## src/sv/ppu_pkg.sv

```systemverilog
package ppu_pkg;

  localparam int COUNT_WIDTH_DEF = 24;
  localparam int FP_W            = 24;
  localparam int CFG_IDX_W       = 1;
  localparam int CFG_DATA_W      = 24;
  localparam int GRP_MAX         = 10;
  localparam int PIX_MAX         = 8;

  localparam logic [CFG_IDX_W-1:0] REG_FORMAT_MODE  = 1'b0;
  localparam logic [CFG_IDX_W-1:0] REG_FRAME_PIXELS = 1'b1;

  typedef enum logic [1:0] {
    MODE_RAW16   = 2'd0,
    MODE_PACK10  = 2'd1,
    MODE_PACK12Q = 2'd2,
    MODE_PACK12P = 2'd3
  } mode_t;

  // one completed group, handed from the collector to the serialiser
  typedef struct packed {
    logic [PIX_MAX-1:0][15:0] pix;
    logic [3:0]               cnt;
    logic                     frame_end;
  } grp_t;

  function automatic logic [3:0] grp_len(mode_t mode);
    logic [3:0] len;
    case (mode)
      MODE_RAW16:   len = 4'd2;
      MODE_PACK10:  len = 4'd10;
      MODE_PACK12Q: len = 4'd6;
      MODE_PACK12P: len = 4'd3;
      default:      len = 4'd2;
    endcase
    return len;
  endfunction

  function automatic logic [3:0] grp_pix(mode_t mode);
    logic [3:0] n;
    case (mode)
      MODE_RAW16:   n = 4'd1;
      MODE_PACK10:  n = 4'd8;
      MODE_PACK12Q: n = 4'd4;
      MODE_PACK12P: n = 4'd2;
      default:      n = 4'd1;
    endcase
    return n;
  endfunction

endpackage

```

## src/sv/ppu_if.sv

```systemverilog
interface ppu_in_if;
  logic       valid;
  logic       ready;
  logic [7:0] data_byte;
  logic       frame_start;

  modport source(output valid, output data_byte, output frame_start, input ready);
  modport sink(input valid, input data_byte, input frame_start, output ready);
endinterface

interface ppu_out_if;
  logic        valid;
  logic        ready;
  logic [15:0] pixel_value;
  logic        group_last;
  logic        frame_end;

  modport source(output valid, output pixel_value, output group_last, output frame_end,
                 input ready);
  modport sink(input valid, input pixel_value, input group_last, input frame_end,
               output ready);
endinterface

```

## src/sv/packed_pixel_unpacker.sv

```systemverilog
// Packed pixel unpacker.
// in_chan carries one frame byte per item (data_byte, frame_start); out_chan
// carries one 16-bit pixel per item with group_last and frame_end flags.
// Both channels use valid/ready; an item moves when both are high.
// cfg_we/cfg_index/cfg_wdata write format_mode (index 0) and frame_pixels
// (index 1); write them only while the block is idle.
// A byte is taken every cycle while in_chan.ready is high. The byte that
// closes a group loads all of its pixels into a group register at that edge;
// the first pixel is then registered in the output register and presented
// from there. Pixels leave one per cycle, while out_chan.ready stays high,
// from the group register through the output register.
// in_chan.ready drops only when the next byte would close a group while the
// previous group still has pixels left; with out_chan.ready held high this
// never happens in any mode. A stalled receiver holds the output register and
// the group register, and input backs up once the next group is due.
// Reset (rst_n low at a clock edge) clears the registers, group phase, pixel
// count and all pending pixels; the collected bytes are left as they were.
module packed_pixel_unpacker #(
  parameter int COUNT_WIDTH = ppu_pkg::COUNT_WIDTH_DEF
) (
  input  logic                           clk,
  input  logic                           rst_n,
  ppu_in_if.sink                         in_chan,
  ppu_out_if.source                      out_chan,
  input  logic                           cfg_we,
  input  logic [ppu_pkg::CFG_IDX_W-1:0]  cfg_index,
  input  logic [ppu_pkg::CFG_DATA_W-1:0] cfg_wdata
);

  logic          grp_load;
  logic          g_free;
  ppu_pkg::grp_t grp;

  ppu_collect #(
    .COUNT_WIDTH(COUNT_WIDTH)
  ) u_collect (
    .clk      (clk),
    .rst_n    (rst_n),
    .in_chan  (in_chan),
    .cfg_we   (cfg_we),
    .cfg_index(cfg_index),
    .cfg_wdata(cfg_wdata),
    .g_free   (g_free),
    .grp_load (grp_load),
    .grp      (grp)
  );

  ppu_serial u_serial (
    .clk     (clk),
    .rst_n   (rst_n),
    .grp_load(grp_load),
    .grp     (grp),
    .g_free  (g_free),
    .out_chan(out_chan)
  );

endmodule

```

## src/sv/ppu_collect.sv

```systemverilog
module ppu_collect #(
  parameter int COUNT_WIDTH = ppu_pkg::COUNT_WIDTH_DEF
) (
  input  logic                           clk,
  input  logic                           rst_n,
  ppu_in_if.sink                         in_chan,
  input  logic                           cfg_we,
  input  logic [ppu_pkg::CFG_IDX_W-1:0]  cfg_index,
  input  logic [ppu_pkg::CFG_DATA_W-1:0] cfg_wdata,
  input  logic                           g_free,
  output logic                           grp_load,
  output ppu_pkg::grp_t                  grp
);

  localparam int SW = ((COUNT_WIDTH > ppu_pkg::FP_W) ? COUNT_WIDTH : ppu_pkg::FP_W) + 1;

  ppu_pkg::mode_t           mode_r;
  logic [ppu_pkg::FP_W-1:0] fp_r;
  logic [7:0]               gb_r [ppu_pkg::GRP_MAX];
  logic [3:0]               phase_r;
  logic [COUNT_WIDTH-1:0]   cnt_r;

  logic [3:0]             glen, gpix, phase_hold, phase0, phase_eff;
  logic                   accept, fits, complete, last_frame;
  logic [COUNT_WIDTH-1:0] cnt0, new_cnt;
  logic [SW-1:0]          sum0, sum1;
  logic [7:0]             b [ppu_pkg::GRP_MAX];
  logic [15:0]            w;

  assign glen = ppu_pkg::grp_len(mode_r);
  assign gpix = ppu_pkg::grp_pix(mode_r);

  // stall only when the next item would close a group that cannot be handed on
  assign phase_hold    = (phase_r >= glen) ? 4'd0 : phase_r;
  assign in_chan.ready = g_free || (phase_hold != glen - 4'd1);
  assign accept        = in_chan.valid && in_chan.ready;

  assign phase0    = in_chan.frame_start ? 4'd0 : phase_r;
  assign phase_eff = (phase0 >= glen) ? 4'd0 : phase0;
  assign cnt0      = in_chan.frame_start ? '0 : cnt_r;

  assign sum0       = SW'(cnt0) + SW'(gpix);
  assign fits       = sum0 <= SW'(fp_r);
  assign complete   = fits && (phase_eff == glen - 4'd1);
  assign new_cnt    = sum0[COUNT_WIDTH-1:0];
  assign sum1       = SW'(new_cnt) + SW'(gpix);
  assign last_frame = sum1 > SW'(fp_r);

  assign grp_load = accept && complete;

  always_comb begin
    for (int k = 0; k < ppu_pkg::GRP_MAX; k++) begin
      b[k] = (phase_eff == 4'(k)) ? in_chan.data_byte : gb_r[k];
    end
    grp.pix       = '0;
    grp.cnt       = gpix;
    grp.frame_end = last_frame;
    w             = 16'd0;
    case (mode_r)
      ppu_pkg::MODE_RAW16: begin
        grp.pix[0] = {b[1], b[0]};
      end
      ppu_pkg::MODE_PACK10: begin
        w = {b[9], b[8]};
        for (int k = 0; k < 8; k++) begin
          grp.pix[k] = {b[k], w[2*k +: 2], 6'd0};
        end
      end
      ppu_pkg::MODE_PACK12Q: begin
        w = {b[5], b[4]};
        for (int k = 0; k < 4; k++) begin
          grp.pix[k] = {4'd0, b[k], w[4*k +: 4]};
        end
      end
      ppu_pkg::MODE_PACK12P: begin
        grp.pix[0] = {4'd0, b[0], b[2][3:0]};
        grp.pix[1] = {4'd0, b[1], b[2][7:4]};
      end
      default: begin
        grp.pix = '0;
      end
    endcase
  end

  always_ff @(posedge clk) begin
    if (!rst_n) begin
      mode_r  <= ppu_pkg::MODE_RAW16;
      fp_r    <= '0;
      phase_r <= '0;
      cnt_r   <= '0;
    end else begin
      if (cfg_we) begin
        case (cfg_index)
          ppu_pkg::REG_FORMAT_MODE:  mode_r <= ppu_pkg::mode_t'(cfg_wdata[1:0]);
          ppu_pkg::REG_FRAME_PIXELS: fp_r   <= cfg_wdata[ppu_pkg::FP_W-1:0];
          default: ;
        endcase
      end
      if (accept) begin
        if (!fits) begin
          // frame full: drop the item, keep the cleared phase and count
          phase_r <= phase_eff;
          cnt_r   <= cnt0;
        end else if (complete) begin
          phase_r <= 4'd0;
          cnt_r   <= new_cnt;
        end else begin
          phase_r <= phase_eff + 4'd1;
          cnt_r   <= cnt0;
        end
      end
    end
  end

  always_ff @(posedge clk) begin
    if (accept && fits) begin
      gb_r[phase_eff] <= in_chan.data_byte;
    end
  end

  a_phase_range: assert property (@(posedge clk) disable iff (!rst_n)
    phase_r < 4'(ppu_pkg::GRP_MAX))
    else $error("byte phase out of range");

  a_phase_restart: assert property (@(posedge clk) disable iff (!rst_n)
    grp_load |=> (phase_r == 4'd0))
    else $error("phase not restarted after a completed group");

  a_load_free: assert property (@(posedge clk) disable iff (!rst_n)
    grp_load |-> g_free)
    else $error("group completed while the previous one still drains");

endmodule

```

## src/sv/ppu_serial.sv

```systemverilog
module ppu_serial (
  input  logic          clk,
  input  logic          rst_n,
  input  logic          grp_load,
  input  ppu_pkg::grp_t grp,
  output logic          g_free,
  ppu_out_if.source     out_chan
);

  ppu_pkg::grp_t g_r;
  logic          g_valid_r;
  logic [2:0]    idx_r;
  logic          out_valid_r;
  logic [15:0]   out_pixel_r;
  logic          out_last_r;
  logic          out_fend_r;

  logic pop, last;

  assign pop    = g_valid_r && (!out_valid_r || out_chan.ready);
  assign last   = idx_r == 3'(g_r.cnt - 4'd1);
  assign g_free = !g_valid_r || (pop && last);

  assign out_chan.valid       = out_valid_r;
  assign out_chan.pixel_value = out_pixel_r;
  assign out_chan.group_last  = out_last_r;
  assign out_chan.frame_end   = out_fend_r;

  always_ff @(posedge clk) begin
    if (!rst_n) begin
      g_valid_r   <= 1'b0;
      idx_r       <= '0;
      out_valid_r <= 1'b0;
    end else begin
      if (grp_load) begin
        g_valid_r <= 1'b1;
        idx_r     <= '0;
      end else if (pop) begin
        idx_r <= idx_r + 3'd1;
        if (last) begin
          g_valid_r <= 1'b0;
        end
      end
      if (!out_valid_r || out_chan.ready) begin
        out_valid_r <= pop;
      end
    end
  end

  always_ff @(posedge clk) begin
    if (grp_load) begin
      g_r <= grp;
    end
    if (pop) begin
      out_pixel_r <= g_r.pix[idx_r];
      out_last_r  <= last;
      out_fend_r  <= last && g_r.frame_end;
    end
  end

  a_idx_range: assert property (@(posedge clk) disable iff (!rst_n)
    g_valid_r |-> (4'(idx_r) < g_r.cnt))
    else $error("pixel index beyond group size");

  a_fend_last: assert property (@(posedge clk) disable iff (!rst_n)
    (out_valid_r && out_fend_r) |-> out_last_r)
    else $error("frame end flagged on a pixel that does not close its group");

  a_drain: assert property (@(posedge clk) disable iff (!rst_n)
    (pop && last && !grp_load) |=> !g_valid_r)
    else $error("group still held after its last pixel left");

endmodule
```

## src/flat_wrapper.sv

```systemverilog
// flat-port wrapper written by rule: the top's interface ports become plain ports
module packed_pixel_unpacker_flat 
#(
  parameter int COUNT_WIDTH = ppu_pkg::COUNT_WIDTH_DEF
)
  (clk, rst_n, cfg_we, cfg_index, cfg_wdata, in_chan_valid, in_chan_data_byte, in_chan_frame_start, in_chan_ready, out_chan_valid, out_chan_pixel_value, out_chan_group_last, out_chan_frame_end, out_chan_ready);
  ppu_in_if in_chan_i ();
  ppu_out_if out_chan_i ();
  input  logic clk;
  input  logic rst_n;
  input  logic cfg_we;
  input  logic [ppu_pkg::CFG_IDX_W-1:0] cfg_index;
  input  logic [ppu_pkg::CFG_DATA_W-1:0] cfg_wdata;
  input wire logic [$bits(in_chan_i.valid)-1:0] in_chan_valid;
  input wire logic [$bits(in_chan_i.data_byte)-1:0] in_chan_data_byte;
  input wire logic [$bits(in_chan_i.frame_start)-1:0] in_chan_frame_start;
  output wire logic [$bits(in_chan_i.ready)-1:0] in_chan_ready;
  output wire logic [$bits(out_chan_i.valid)-1:0] out_chan_valid;
  output wire logic [$bits(out_chan_i.pixel_value)-1:0] out_chan_pixel_value;
  output wire logic [$bits(out_chan_i.group_last)-1:0] out_chan_group_last;
  output wire logic [$bits(out_chan_i.frame_end)-1:0] out_chan_frame_end;
  input wire logic [$bits(out_chan_i.ready)-1:0] out_chan_ready;
  assign in_chan_i.valid = in_chan_valid;
  assign in_chan_i.data_byte = in_chan_data_byte;
  assign in_chan_i.frame_start = in_chan_frame_start;
  assign in_chan_ready = in_chan_i.ready;
  assign out_chan_valid = out_chan_i.valid;
  assign out_chan_pixel_value = out_chan_i.pixel_value;
  assign out_chan_group_last = out_chan_i.group_last;
  assign out_chan_frame_end = out_chan_i.frame_end;
  assign out_chan_i.ready = out_chan_ready;
  packed_pixel_unpacker #(.COUNT_WIDTH(COUNT_WIDTH)) u_core (.clk(clk), .rst_n(rst_n), .in_chan(in_chan_i), .out_chan(out_chan_i), .cfg_we(cfg_we), .cfg_index(cfg_index), .cfg_wdata(cfg_wdata));
endmodule
```

## config.mk

```make
export PLATFORM = sky130hd
export DESIGN_NAME = packed_pixel_unpacker_flat
export DESIGN_NICKNAME = d
export VERILOG_FILES = /design/src/sv/ppu_pkg.sv /design/src/sv/ppu_if.sv /design/src/sv/packed_pixel_unpacker.sv /design/src/sv/ppu_collect.sv /design/src/sv/ppu_serial.sv /design/src/flat_wrapper.sv
export SDC_FILE = /design/constraint.sdc
export NUM_CORES = 1
export LEC_CHECK = 0
export ABC_AREA = 0
export BUFFER_PORTS_ARGS = -buffer_cell sky130_fd_sc_hd__buf_2
export CAP_MARGIN = 15
export CELL_PAD_IN_SITES_DETAIL_PLACEMENT = 1
export CELL_PAD_IN_SITES_GLOBAL_PLACEMENT = 2
export CORE_MARGIN = 1
export CORE_UTILIZATION = 46
export DETAILED_ROUTE_END_ITERATION = 6
export PLACE_DENSITY_LB_ADDON = 0.15
export SYNTH_ARGS = -nofsm -noshare
export SYNTH_HDL_FRONTEND = slang
export SYNTH_SLANG_ARGS = --single-unit
```

## constraint.sdc

```tcl
create_clock -name clk -period 30.4 [get_ports clk]
set_input_delay 6.08 -clock clk [delete_from_list [all_inputs] [get_ports clk]]
set_output_delay 6.08 -clock clk [all_outputs]
set_load 0.005 [all_outputs]
```

==> flow_summary.json <==
{
  "timing.rr.end": "u_core.u_serial.g_r[114]",
  "setup_viol": 0,
  "drv_cap": 0,
  "cts_tree": "yes",
  "reg2reg_depth": 20,
  "cp_num_buf_inv": 3,
  "tns_ns": 0,
  "grt_pass1_wl_mm": 59.1,
  "cts_buffers": 30,
  "critPathRequiredTime_ns": 24.32,
  "hpwl_mm": 26.3,
  "grt_usage": 0.248,
  "core_mm2": 0.0299,
  "crit_fanout": 3,
  "timing.fmax_mhz": 74.5,
  "hold_viol": 0,
  "cts_resized": 0,
  "cp.arrival_ns": 7.35,
  "seq_area_frac_synth": 0.524,
  "worst_path_most_repeated_cell": "buf_2",
  "synth_nets": 1320,
  "fp.dieArea_mm2": 0.0313,
  "power.density_mw_per_mm2": 54.4,
  "routed_wl_mm": 38.1,
  "worstSkewPairLatency_ns": 0.56,
  "drtPass1Iterations": 5,
  "start_kind": "input port",
  "regToRegSetupSlack_ns": 23.25,
  "clock_skew_ns": 0.0167,
  "nNetsFinal": 1361,
  "slowest_delay_ns": 0.46,
  "grt_overflow_total": 0,
  "synth_top_area_cell": "edfxtp_1",
  "synthCells": 1209,
  "gp_routability_congestion": 0.867,
  "yosys-top-cells-count": "edfxtp_1 (206), nand2_1 (116), nor2_1 (79), ha_1 (72), dfxtp_1 (59)",
  "start_util": 0.471,
  "critPathCaptureType": "output port",
  "cp_num_cells": 6,
  "hold_buffers": 0,
  "synth_most_common_cell": "edfxtp_1",
  "wl_per_cell_um": 22.9,
  "p_leak_nw": 6.02,
  "htree_levels": 1,
  "irDropWorstVdd_mv": 0.0413,
  "cp_top_family": "simple AND/OR/NAND/NOR gates",
  "slowest_stage": "or4_1",
  "synth-warning-count": 0,
  "clk_path_buf_depth": 3,
  "routed-via-count": 9804,
  "clk_pin_slew_ns": 0.06,
  "relSlewSlack": 0.249,
  "ant_nets": 0,
  "syn_area_per_cell_um2": 11.6,
  "total_power_mw": 0.860,
  "timing.rr.start": "u_core.u_collect.mode_r[1]",
  "fp-row-count": 63,
  "cts.sinks": 265,
  "drc": 0,
  "viasPerCell": 5.89,
  "rsz0062_at_grt": "false",
  "io_pins": 59,
  "grt_max_degree": 58,
  "outcome": "complete, no violations",
  "antenna_found_initial": 2,
  "cp-endpoint": "in_chan_ready",
  "crit_path_cell_trace": "buf_2 > nor2b_1 > inv_1 > a21o_1 > or4_1 > buf_2",
  "drt_iter0_drc": 762,
  "die_width_um": 177,
  "crit_path_start": "out_chan_ready",
  "antennaDiodeCount": 0,
  "ys.flop_type": "edfxtp_1",
  "drv_slew": 0,
  "synth_top_area_frac": 0.440,
  "period_share": 0.442,
  "synth-seq-cells": 265,
  "port_buffers": 58,
  "die_h_um": 177,
  "grt_pass1_vias": 9859,
  "synth_area_leaders": "edfxtp_1 (44%), dfxtp_1 (8.4%), ha_1 (6.4%), mux4_2 (4.2%), mux2i_1 (3.9%)",
  "synth-edff-count": 206,
  "tightest_slew_ns": 1.12,
  "drive_gt1_frac": 0.156,
  "synthToLayoutAreaGrowth_pct": 12.4,
  "cts-root-buf": "clkbuf_16",
  "hold_class": "reg -> reg",
  "netlist_area_mm2": 0.0141,
  "synth.distinct_cells": 86,
  "cts_setup_buffers": 0,
  "async_flop_share": 0,
  "finalCriticalPeriod_ns": 13.43,
  "worst-setup-path-type": "in -> out"
}
[per-stage QoR]
stage / utilization / setup WS [ns] / cell area [um2] / hold WS, ns / cells
after floorplan: - / 15.20 / 14100 / 0.434 / 1209
after global placement: 0.491 / 17.01 / 14700 / 0.443 / 1604
after detailed placement: 0.492 / 16.99 / 14700 / 0.452 / 1605
after CTS: 0.528 / 16.98 / 15800 / 0.461 / 1661
after global routing: 0.530 / 16.87 / 15800 / 0.476 / 1664
final: 0.530 / 16.97 / 15800 / 0.456 / 1664
[worst min-delay path by stage]
stage | start | to | slack, ns | depth (start not counted)
floorplan | u_core.u_collect.cnt_r[3] | u_core.u_collect.cnt_r[3] | 0.43 | 1
global placement | u_core.u_collect.fp_r[15] | u_core.u_collect.fp_r[15] | 0.44 | 2
detailed placement | u_core.u_collect.fp_r[3] | u_core.u_collect.fp_r[3] | 0.45 | 2
CTS | u_core.u_collect.fp_r[17] | u_core.u_collect.fp_r[17] | 0.46 | 2
global route | u_core.u_collect.fp_r[17] | u_core.u_collect.fp_r[17] | 0.48 | 2
finish | u_core.u_collect.fp_r[17] | u_core.u_collect.fp_r[17] | 0.46 | 2
[flip-flops by register name (all words and copies together), names as in the netlist]
signal,flops
u_core.u_serial.g_valid_r,1
u_core.u_serial.out_chan.pixel_value,16
u_core.u_collect.mode_r,2
u_core.u_serial.idx_r,3
u_core.u_serial.out_chan.group_last,1
u_core.u_collect.gb_r,80
u_core.u_collect.fp_r,24
u_core.u_serial.out_chan.frame_end,1
u_core.u_collect.cnt_r,24
u_core.u_collect.phase_r,4
u_core.u_serial.g_r,108
u_core.u_serial.out_chan.valid,1
[report_power, final]
group | switching (mW) | internal, mW | leakage (nW) | total, mW
Combinational | 0.0425 | 0.0227 | 3.00 | 0.0651
Sequential | 0.00322 | 0.397 | 2.49 | 0.400
Clock | 0.148 | 0.247 | 0.533 | 0.395
[routing by layer]
metal | wire length, um | vias to the layer above | track usage
met2 | 16900 | 235 | 0.378
met1 | 19000 | 4978 | 0.381
met3 | 1730 | 29 | 0.0284
met4 | 477 | 0 | 0.0449
li1 | - | 4562 | -
met5 | 0 | - | 0
[cell type report]
type                       instances  area (um2)
fill                            3129       14100
timing repair buffer              73         442
sequential                       265        7370
clock inverter                    16         238
multi-input combinational        827        6230
clock buffer                      40         850
inverter                          53         199
tap                              390         488
[worst reg2reg max path, cell delays in order (launching register included)]
cell      delay [ns]
dfxtp_1         0.48
ha_1            0.32
buf_4           0.35
ha_1            0.32
and4bb_1        0.22
a221o_2         0.38
a21oi_2         0.42
and2_1          0.25
nand3_1         0.11
xor2_1          0.15
nor2_1          0.33
ha_1            0.34
a21o_1          0.19
a21oi_1         0.15
o221ai_1        0.23
a211oi_1        0.28
a21oi_1         0.16
nand3b_2        0.54
nor2_4          0.19
buf_4           0.59
buf_4           0.72
[cell usage in the layout, fill, tap and decap left out, drive strengths merged, types with 9 or more instances in the layout]
cell type / count
inv: 54
nand4: 14
edfxtp: 206
buf: 73
o21a: 9
and2: 37
nor2: 79
o22ai: 25
mux2i: 55
dfxtp: 59
nand2: 116
xor2: 18
clkbuf: 40
nand3: 33
a21o: 15
o211ai: 12
xnor2: 35
a21oi: 53
nand2b: 14
nor2b: 31
mux4: 26
ha: 72
mux2: 20
o21ai: 34
a22o: 19
[kinds of logic after synthesis]
group           count (synthesis)  synth area share
simple gates                  379             0.139
buf+inv                       117            0.0342
fa+ha+maj                      72            0.0640
xor+xnor                       53            0.0341
mux                           101            0.0968
flops                         265             0.524
compound gates                222             0.109
(Power assumes the default switching activity.)
